File: src/hw/rtl/dsm_pkg.sv
// ----------------------------------------------------------------------------
// dsm_pkg
// Shared codes, types and constants for the dot-star pattern matcher.
// ----------------------------------------------------------------------------
package dsm_pkg;

    localparam logic [1:0] ACT_CLEAR  = 2'd0;
    localparam logic [1:0] ACT_APPEND = 2'd1;
    localparam logic [1:0] ACT_TEXT   = 2'd2;
    localparam logic [1:0] ACT_END    = 2'd3;

    localparam logic [1:0] ERR_NONE      = 2'd0;
    localparam logic [1:0] ERR_OVERFLOW  = 2'd1;
    localparam logic [1:0] ERR_MALFORMED = 2'd2;

    localparam logic [7:0] STAR_BYTE = 8'h2A;
    localparam logic [7:0] DOT_BYTE  = 8'h2E;

    typedef enum logic [2:0] {
        S_IDLE  = 3'b001,
        S_TEXT  = 3'b010,
        S_REARM = 3'b100
    } t_state;

    typedef struct packed {
        logic       wr_en;
        logic       text_mode;
        logic [7:0] wr_sym;
        logic [7:0] text_sym;
    } t_cell_ctl;

endpackage

File: src/hw/rtl/dot_star_regex_matcher.sv
// ----------------------------------------------------------------------------
// dot_star_regex_matcher
// Whole-string matcher for '.' and '*' patterns, one cell per pattern byte.
// ----------------------------------------------------------------------------
// Any input transfer: the next one is not taken until the row has settled,
//   i.e. the work row stops changing; set row bits spread along chains
//   linked through star cells while it settles.
// Result is registered and appears in the cycle after the end-of-text transfer.
// Reset: empty pattern, flags clear, row holds only bit zero; no sweep.
module dot_star_regex_matcher #(
    parameter int MAX_PATTERN = 32
) (
    input  logic       i_clk,
    input  logic       i_rst_n,
    input  logic       i_in_valid,
    output logic       o_in_stall,
    input  logic [1:0] i_action,
    input  logic [7:0] i_symbol,
    output logic       o_out_valid,
    input  logic       i_out_stall,
    output logic       o_matched,
    output logic [1:0] o_error_code
);

    localparam int LEN_W = $clog2(MAX_PATTERN + 1);

    dsm_pkg::t_state     r_state;
    logic [LEN_W-1:0]    r_len;
    logic                r_over;
    logic                r_mal;
    logic                r_last_star;
    logic [MAX_PATTERN:0] r_row;
    logic [MAX_PATTERN:0] r_work;
    logic [MAX_PATTERN:0] n_work;
    logic [MAX_PATTERN+1:0] work_ext;
    logic [7:0]          r_sym;
    logic                r_out_valid;
    logic                r_matched;
    logic [1:0]          r_err;
    logic [7:0]          cell_char [0:MAX_PATTERN-1];
    dsm_pkg::t_cell_ctl  ctl;
    logic                acc_in;
    logic                idle;
    logic                busy;
    logic                converged;
    logic                full;

    assign idle      = (r_state == dsm_pkg::S_IDLE);
    assign busy      = !idle;
    assign full      = (r_len == LEN_W'(MAX_PATTERN));
    assign o_in_stall = busy ||
                        ((i_action == dsm_pkg::ACT_END) && r_out_valid && i_out_stall);
    assign acc_in    = i_in_valid && !o_in_stall;
    assign converged = (n_work == r_work);

    assign ctl.wr_en     = acc_in && (i_action == dsm_pkg::ACT_APPEND) && !full;
    assign ctl.text_mode = (r_state == dsm_pkg::S_TEXT);
    assign ctl.wr_sym    = i_symbol;
    assign ctl.text_sym  = r_sym;

    assign cell_char[0] = 8'h00;
    assign work_ext     = {r_work, 1'b0};
    assign n_work[0]    = !ctl.text_mode;

    for (genvar g = 1; g <= MAX_PATTERN; g++) begin : g_cell
        if (g < MAX_PATTERN) begin : g_mid
            dsm_cell #(
                .IDX   (g),
                .LEN_W (LEN_W)
            ) u_cell (
                .i_clk       (i_clk),
                .i_ctl       (ctl),
                .i_len       (r_len),
                .i_elem      (cell_char[g-1]),
                .i_prev_lo   (r_row[g-1]),
                .i_prev_here (r_row[g]),
                .i_back2     (work_ext[g-1]),
                .o_char      (cell_char[g]),
                .o_next      (n_work[g])
            );
        end else begin : g_last
            dsm_cell #(
                .IDX   (g),
                .LEN_W (LEN_W)
            ) u_cell (
                .i_clk       (i_clk),
                .i_ctl       (ctl),
                .i_len       (r_len),
                .i_elem      (cell_char[g-1]),
                .i_prev_lo   (r_row[g-1]),
                .i_prev_here (r_row[g]),
                .i_back2     (work_ext[g-1]),
                .o_char      (),
                .o_next      (n_work[g])
            );
        end
    end

    always_ff @(posedge i_clk) begin
        if (!i_rst_n) begin
            r_state     <= dsm_pkg::S_IDLE;
            r_len       <= '0;
            r_over      <= 1'b0;
            r_mal       <= 1'b0;
            r_last_star <= 1'b0;
            r_row       <= (MAX_PATTERN + 1)'(1);
            r_out_valid <= 1'b0;
        end else begin
            if (acc_in && (i_action == dsm_pkg::ACT_END)) begin
                r_out_valid <= 1'b1;
            end else if (!i_out_stall) begin
                r_out_valid <= 1'b0;
            end
            unique case (r_state) inside
                dsm_pkg::S_IDLE: begin
                    if (acc_in) begin
                        case (i_action)
                            dsm_pkg::ACT_CLEAR: begin
                                r_len       <= '0;
                                r_over      <= 1'b0;
                                r_mal       <= 1'b0;
                                r_last_star <= 1'b0;
                                r_state     <= dsm_pkg::S_REARM;
                            end
                            dsm_pkg::ACT_APPEND: begin
                                if (full) begin
                                    r_over <= 1'b1;
                                end else begin
                                    r_len       <= r_len + 1'b1;
                                    r_last_star <= (i_symbol == dsm_pkg::STAR_BYTE);
                                    if ((i_symbol == dsm_pkg::STAR_BYTE) &&
                                        ((r_len == '0) || r_last_star)) begin
                                        r_mal <= 1'b1;
                                    end
                                end
                                r_state <= dsm_pkg::S_REARM;
                            end
                            dsm_pkg::ACT_TEXT: begin
                                r_state <= dsm_pkg::S_TEXT;
                            end
                            default: begin
                                r_state <= dsm_pkg::S_REARM;
                            end
                        endcase
                    end
                end
                dsm_pkg::S_TEXT, dsm_pkg::S_REARM: begin
                    if (converged) begin
                        r_row   <= r_work;
                        r_state <= dsm_pkg::S_IDLE;
                    end
                end
                default: begin
                    r_state <= dsm_pkg::S_IDLE;
                end
            endcase
        end
    end

    always_ff @(posedge i_clk) begin
        if (idle) begin
            r_work <= '0;
        end else begin
            r_work <= n_work;
        end
        if (acc_in && (i_action == dsm_pkg::ACT_TEXT)) begin
            r_sym <= i_symbol;
        end
        if (acc_in && (i_action == dsm_pkg::ACT_END)) begin
            r_matched <= !r_mal && r_row[r_len];
            r_err     <= r_mal ? dsm_pkg::ERR_MALFORMED :
                         (r_over ? dsm_pkg::ERR_OVERFLOW : dsm_pkg::ERR_NONE);
        end
    end

    assign o_out_valid  = r_out_valid;
    assign o_matched    = r_matched;
    assign o_error_code = r_err;

    a_end_rearms: assert property (@(posedge i_clk) disable iff (!i_rst_n)
        acc_in && (i_action == dsm_pkg::ACT_END)
        |=> o_out_valid && (r_state == dsm_pkg::S_REARM))
        else $error("end of text did not post a result and rearm");

    a_work_monotone: assert property (@(posedge i_clk) disable iff (!i_rst_n)
        busy && $past(busy) |-> (($past(r_work) & ~r_work) == '0))
        else $error("match row bit dropped during settling");

    a_malformed_no_match: assert property (@(posedge i_clk) disable iff (!i_rst_n)
        o_out_valid && (o_error_code == dsm_pkg::ERR_MALFORMED) |-> !o_matched)
        else $error("malformed pattern reported a match");

    a_len_bound: assert property (@(posedge i_clk) disable iff (!i_rst_n)
        r_len <= LEN_W'(MAX_PATTERN))
        else $error("pattern length beyond store");

endmodule

File: src/hw/rtl/dsm_cell.sv
// ----------------------------------------------------------------------------
// dsm_cell
// One pattern position: holds its byte and computes its match bit.
// ----------------------------------------------------------------------------
module dsm_cell #(
    parameter int IDX   = 1,
    parameter int LEN_W = 6
) (
    input  logic               i_clk,
    input  dsm_pkg::t_cell_ctl i_ctl,
    input  logic [LEN_W-1:0]   i_len,
    input  logic [7:0]         i_elem,
    input  logic               i_prev_lo,
    input  logic               i_prev_here,
    input  logic               i_back2,
    output logic [7:0]         o_char,
    output logic               o_next
);

    logic [7:0] r_char;
    logic       active;
    logic       is_star;
    logic       star_ok;
    logic       elem_match;
    logic       lit_match;
    logic       base;

    always_ff @(posedge i_clk) begin
        if (i_ctl.wr_en && (i_len == LEN_W'(IDX - 1))) begin
            r_char <= i_ctl.wr_sym;
        end
    end

    assign active     = (LEN_W'(IDX) <= i_len);
    assign is_star    = (r_char == dsm_pkg::STAR_BYTE);
    assign star_ok    = (IDX >= 2) && (i_elem != dsm_pkg::STAR_BYTE);
    assign elem_match = (i_elem == i_ctl.text_sym) || (i_elem == dsm_pkg::DOT_BYTE);
    assign lit_match  = (r_char == i_ctl.text_sym) || (r_char == dsm_pkg::DOT_BYTE);

    always_comb begin
        if (!i_ctl.text_mode) begin
            base = 1'b0;
        end else if (is_star) begin
            base = star_ok & elem_match & (i_prev_lo | i_prev_here);
        end else begin
            base = lit_match & i_prev_lo;
        end
    end

    assign o_next = active & (base | (is_star & star_ok & i_back2));
    assign o_char = r_char;

endmodule
File: config.mk
export PLATFORM = sky130hd
export DESIGN_NAME = dot_star_regex_matcher
export DESIGN_NICKNAME = d
export VERILOG_FILES = /design/src/hw/rtl/dsm_pkg.sv /design/src/hw/rtl/dot_star_regex_matcher.sv /design/src/hw/rtl/dsm_cell.sv
export SDC_FILE = /design/constraint.sdc
export NUM_CORES = 1
export LEC_CHECK = 0
export ABC_AREA = 1
export BUFFER_PORTS_ARGS = -buffer_cell sky130_fd_sc_hd__buf_2
export CORE_ASPECT_RATIO = 2
export CORE_MARGIN = 2
export CORE_UTILIZATION = 30
export CTS_CLUSTER_SIZE = 30
export DETAILED_ROUTE_END_ITERATION = 8
export PLACE_DENSITY = 0.54
export SLEW_MARGIN = 10
export SYNTH_ARGS = -nofsm -noshare
export SYNTH_HDL_FRONTEND = slang
export SYNTH_SLANG_ARGS = --single-unit
File: constraint.sdc
create_clock -name i_clk -period 3.6 [get_ports i_clk]
set_input_delay 0.54 -clock i_clk [delete_from_list [all_inputs] [get_ports i_clk]]
set_output_delay 0.54 -clock i_clk [all_outputs]
set_load 0.05 [all_outputs]
==> metrics.txt, run 1 <==
CTS sink cnt 346; post-route insts no fill 3,413; Async SR Flop Fraction 0%; Pwr Total 9.98 mW; #FFs+latches synth 346; Synth area leader edfxtp_1; Crit path required time 3860 ps; FP Rows 132; Synth Area in Simple Gates 29.3%; final setup vio count 0; initial antenna violation count 0; Final period util 97.1%; Crit path largest cell delay 710 ps; setup TNS 0 ps; status complete, no violations; CTS tree built; placed cells 3,346; Synth Area in Compound Gates 3.95%; Worst-Skew Late Latency 560 ps; post-synthesis cell area 0.0196 mm²; post-placement setup slack 137 ps; synth top area cells edfxtp_1, nand2_1, xnor2_1, dfxtp_1, nor2_1; routed len/inst 21.9 µm; DP HPWL 54.5 mm; Post-synth EDFFs 267; final cell utilization of the core 34.9%; Clock H-tree levels 2; largest family of logic cells by synthesized area simple AND/OR/NAND/NOR gates; drt drc 0; HP Class in -> reg; Comb pwr share 17.2%; post-place instance area 0.0213 mm²; CP max-delay cell dfxtp_1; P_sw 2.92 mW; Min Hold Slack 267 ps; crit path DAT 3750 ps; Distinct cells, synth 43; Post-synth top flop edfxtp_1; CP dominant cell by count buf_4; Placer Congestion 1.01; core area 0.0647 mm²; Net Sw Frac 29.2%; gr ovfl total 0; Worst Setup End Kind flip-flop; drt via density 4.96; Slew HR 29.3%; Clock Tree Root clkbuf_16; chip height 365 µm; leakage power total 9.01 nW; DRT iter0 DRCs 1,341; FF+latch area 0.00960 mm²; first-pass GRT wire length 106 mm; synth warn 0; worst-case vdd ir drop 0.303 mV; router iterations before antenna repair 5; Peak Freq 286 MHz; crit path time final 3490 ps; Max Slew Vio Count 0; die area 0.0675 mm²; Max Cap Viol 0; CTS Hold Bufs 0; pwr dens 442 mW/mm²; Setup crit start kind flip-flop; sequential share of power 45.0%; XOR/XNOR Fraction of Synth Area 10.4%; all-layer global routing usage 21.8%; top-area cell type share of the netlist area 40.9%; largest net degree at the start of global routing 53; Internal 7.06 mW; final hold viol count 0; most common cell after layout, fill and taps aside nand2_1; Critical Path, Cell by Cell buf_4 > inv_1 > ha_1 > nand4_1 > nand2_1 > nor2_1 > buf_4 > nand2_1 > nor2_1 > buf_4; Ant. Diodes 0; area of the multi-input gates 0.00861 mm²; Worst Skew 15.5 ps; ANT nets after route 0; total number of vias 16,900; Longest Clk Path Bufs 3; largest fanout on the critical path 10; Clk network pwr share 37.8%; syn nets 2,422; share of layout cells above drive strength 1 8.81%; Top Ports 19; Avg Cell Area, Syn 8.15 µm²; most frequent cells in the layout nand2_1, nor2_1, edfxtp_1, xnor2_1, nand3_1; Starting Density 30.3%; die span in x 185 µm; vias in the first global route 17,000; Syn-to-layout area delta 15.2%; Syn Inst Count 2,405; Layout Nets 2,535; total CTS buffers 34; Slew @ Worst Pin 1060 ps; setup ws final 105 ps; sequential area share after synthesis 49.0%; total wire length 74.6 mm; port buffer count 18; post-synthesis adder-cell area fraction 0.192%; multiplexer share of the synthesized area 0%; kind of critical path reg -> reg; Clock Pin Slew Worst Setup and Hold Paths 80 ps; design area 0.0226 mm²; Fill cells 6,697
[sequential cells by signal, indices dropped and copies added, names as in the netlist]
register,count
g_cell.g_last.u_cell.o_char,8
g_cell.g_mid.u_cell.o_char,248
o_error_code,2
o_matched,1
o_out_valid,1
r_last_star,1
r_len,6
r_mal,1
r_over,1
r_row,33
r_state,3
r_sym,8
r_work,33
[layer usage]
layer  global-route usage [%]  share of wire [%]  vias up
li1                         -                  -     7978
met1                     21.4                 34     8082
met2                     40.8                 52      602
met3                     2.52                4.5      273
met4                     17.6                9.6        0
met5                        0                  0        -
[synthesized netlist by cell type (all sizes together) (4+ instances only)]
cell type and instances:
a211oi 8, a21oi 68, buf 53, clkbuf 17, dfxtp 79, edfxtp 267, inv 226, nand2 698
nand3 228, nand3b 12, nand4 24, nor2 367, nor3 28, nor3b 8, nor4 6, o2111ai 4
o211ai 5, o21ai 50, or2 6, xnor2 229
[repair_timing]
action,in CTS,in global routing
resized for setup,0,11
setup buffers,0,3
endpoints found under the setup margin,0,33
[area by class of cell]
type                    instances  area share (%)
flip-flops and latches        346            42.5
repair buffers                147            5.70
inverters                     227            3.79
clock buffers                  38            3.93
clock inverters                22            1.08
well taps                     871            4.83
multi-input cells            1762            38.1
[path summary, 6_finish.rpt]
check / from / end / slack, ps / cells after the start
setup / recovery: r_len[1]$_SDFFE_PN0P_ / g_cell[9].g_mid.u_cell.o_char[2]$_DFFE_PP_ / 110 / 10
hold / removal: i_symbol[4] / g_cell[28].g_mid.u_cell.o_char[4]$_DFFE_PP_ / 270 / 1
setup reg to reg: r_len[1]$_SDFFE_PN0P_ / g_cell[9].g_mid.u_cell.o_char[2]$_DFFE_PP_ / 110 / 10
hold reg to reg: r_last_star$_SDFFE_PN0P_ / r_last_star$_SDFFE_PN0P_ / 470 / 2
[worst max-delay path, delay by kind of cell (launching register included)]
family / cells / cell delay [ps]
buffers and inverters: 4 / 880
adder cells (fa/ha/maj): 1 / 320
flip-flops: 1 / 710
AND/OR/NAND/NOR: 5 / 1270
[logic make-up (layout without fill, tap and decap cells)]
group,count (synthesis),after routing
and+or+nand+nor,1385,1385
adders and majority gates,3,3
AOI/OAI and AO/OA,142,142
xor gates and xnor gates,232,232
DFF,346,346
buffers and inverters,297,434
[power groups by stage]
stage | Combinational (mW) | Sequential (mW) | Clock, mW
floorplan | 0.958 | 4.53 | 0
global placement | 1.47 | 4.58 | 0
detailed placement | 1.48 | 4.58 | 0
CTS | 1.48 | 4.49 | 3.85
global route | 1.79 | 4.50 | 3.95
finish | 1.71 | 4.49 | 3.78
(Power assumes the default switching activity.)
==> inputs of run 2 (changes only) <==
clock period = 3.4 ns   (was 3.6 ns; I/O delays follow)
==> metrics.txt, run 2 (synthesis gave the netlist of run 1 again) <==
Final period util 97.0% (about the same); FF+latch area 0.00960 mm² (about the same); drt drc 0 (unchanged); DRT iter0 DRCs 1,170 (-13%); Slew @ Worst Pin 889 ps (-171 ps); Internal 7.53 mW (+6.6%); port buffer count 18 (unchanged); sequential share of power 44.6% (-0.4 points); Clk network pwr share 36.3% (-1.5 points); most frequent cells in the layout nand2_1, nor2_1, edfxtp_1, nand3_1, inv_1; max reg flops 248 (unchanged); all-layer global routing usage 22.3% (+0.45 points); total number of vias 17,200 (+1.5%); most common cell after layout, fill and taps aside nand2_1; RSZ-0062 raised after global routing true; share of layout cells above drive strength 1 15.1% (+6.3 points); P_sw 3.14 mW (+7.4%); Worst Skew 38.6 ps (+23.1 ps); CTS tree built; Crit path largest cell delay 510 ps (-200 ps); Layout Nets 2,610 (+3.0%); ANT nets after route 0 (unchanged); largest net degree at the start of global routing 38 (-28%); total CTS buffers 34 (unchanged); Critical Path, Cell by Cell buf_4 > nor2_1 > buf_4 > nand3_1 > o211ai_1 > buf_4 > nand2_1 > nand2_1 > nand2_1 > nor2_1 > nand2_1 > nor2_1 > nand2_1 > nor2_4 > buf_8 > clkbuf_16 > nand3_1 > nand2_1 > nor2_1; routed len/inst 22.4 µm (+2.7%); leakage power total 9.57 nW (+6.3%); Fill cells 6,625 (-1.1%); Clock Pin Slew Worst Setup and Hold Paths 70 ps (about the same); FP Rows 132 (unchanged); first-pass GRT wire length 108 mm (+1.1%); met1 usage 21.0% (-0.40 points); largest fanout on the critical path 8 (-2); Worst-Skew Late Latency 570 ps (about the same); met3 global-route usage 3.54% (+1.0 points); die span in x 185 µm (unchanged); Slew HR 40.5% (+11 points); Crit path required time 3860 ps (about the same); Starting Density 30.3% (unchanged); final setup vio count 0 (unchanged); worst-case vdd ir drop 0.350 mV (+15%); final hold viol count 0 (unchanged); setup TNS 0 ps (unchanged); Max Cap Viol 0 (unchanged); chip height 365 µm (unchanged); router iterations before antenna repair 7 (+2); Net Sw Frac 29.4% (+0.16 points); Peak Freq 303 MHz (+6.0%); Comb pwr share 19.1% (+1.9 points); Top Ports 19 (unchanged); routing usage on met2 41.0% (+0.24 points); core area 0.0647 mm² (unchanged); status complete, no violations; pwr dens 449 mW/mm² (+1.5%); initial antenna violation count 2 (+2); Max Slew Vio Count 0 (unchanged); total wire length 78.3 mm (+5.0%); area of the multi-input gates 0.00901 mm² (+4.6%); Longest Clk Path Bufs 3 (unchanged); drt via density 4.92 (-0.77%); CTS sink cnt 346 (unchanged); CP dominant cell by count nand2_1; vias in the first global route 16,800 (-1.3%); Syn-to-layout area delta 21.3%; Most Crowded Layer GR met2; final cell utilization of the core 36.7% (+1.8 points); Placer Congestion 1.01 (-0.38%); kind of critical path reg -> reg; CP max-delay cell nor2_1; Setup crit start kind flip-flop; crit path time final 3300 ps (-196 ps); gr ovfl total 0 (unchanged); die area 0.0675 mm² (unchanged); Clock Tree Root clkbuf_16; DP HPWL 55.6 mm (+2.0%); Worst Setup End Kind flip-flop; HP Class in -> reg; Clock H-tree levels 2 (unchanged); crit path DAT 3760 ps (about the same)
run 2: cell count changes in the layout (fill, tap and decap cells not counted), moves of 4 or more:
cell       previous run  this run
nor2_1              364       353
buf_12               14        20
buf_4               109       160
nand2_1             695       639
nand3_1             228       222
xnor2_1             229       211
nand3_2               0         4
nor2_2                2        12
xnor2_2               0        18
nand2_2               2        53
buf_6                 3        12
clkbuf_16            37        44
nand2_4               1         6
run 2: final timing paths:
kind | from | end | slack, ps | depth (start not counted)
setup / recovery | r_len[1]$_SDFFE_PN0P_ | r_row[9]$_SDFFE_PN0P_ | 100 | 19
hold reg to reg | r_last_star$_SDFFE_PN0P_ | r_last_star$_SDFFE_PN0P_ | 470 | 2
setup reg to reg | r_len[1]$_SDFFE_PN0P_ | r_row[9]$_SDFFE_PN0P_ | 100 | 19
hold / removal | i_out_stall | o_out_valid$_SDFFE_PN0P_ | 240 | 3
run 2: area by class of cell:
class	count	area share [%]
tap	871	4.59
timing repair buffer	222	8.87
clock buffer	41	3.77
antenna	2	0.0211
clock inverter	21	0.869
sequential	346	40.4
inverter	227	3.59
multi-input combinational	1762	37.9
run 2: metrics by stage:
| step | hold slack [ps] | area, µm² | std cells | setup slack, ps | power, mW |
|---|---|---|---|---|---|
| 3_3_place_gp | 447 | 21600 | 3384 | 183 | 6.45 |
| 5_1_grt | 262 | 23800 | 3490 | -72.3 | 11.0 |
| 4_1_cts | 226 | 22700 | 3447 | 145 | 10.3 |
| 6_report | 243 | 23800 | 3492 | 102 | 10.7 |
| 2_1_floorplan | 429 | 19600 | 2405 | 401 | 5.81 |
| 3_5_place_dp | 463 | 21600 | 3385 | 172 | 6.46 |
run 2: layer usage:
layer	part of all wire, %	vias to the layer above
met3	4.5	275
met2	52	579
met4	11	0
met1	33	8187
li1	-	8152
met5	0	-
run 2: critical path: cells and delay by family, from the launching register on:
family | cells | cell delay, ps
and+or+nand+nor | 13 | 1750
buffers and inverters | 5 | 990
AOI/OAI and AO/OA | 1 | 130
DFF | 1 | 300
run 2: power groups by stage:
| stage | clock, mW | sequential (mW) | combinational, mW |
|---|---|---|---|
| 3_3_place_gp | 0 | 4.84 | 1.61 |
| 3_5_place_dp | 0 | 4.84 | 1.62 |
| 6_report | 3.88 | 4.76 | 2.04 |
| 5_1_grt | 4.09 | 4.76 | 2.15 |
| 4_1_cts | 3.94 | 4.75 | 1.63 |
| 2_1_floorplan | 0 | 4.80 | 1.01 |
run 2: repair_timing:
action | 4_1_cts | 5_1_grt
hold buffers | 0 | 0
resized for setup | 0 | 124
setup endpoints to repair | 0 | 35
buffers inserted | 0 | 32
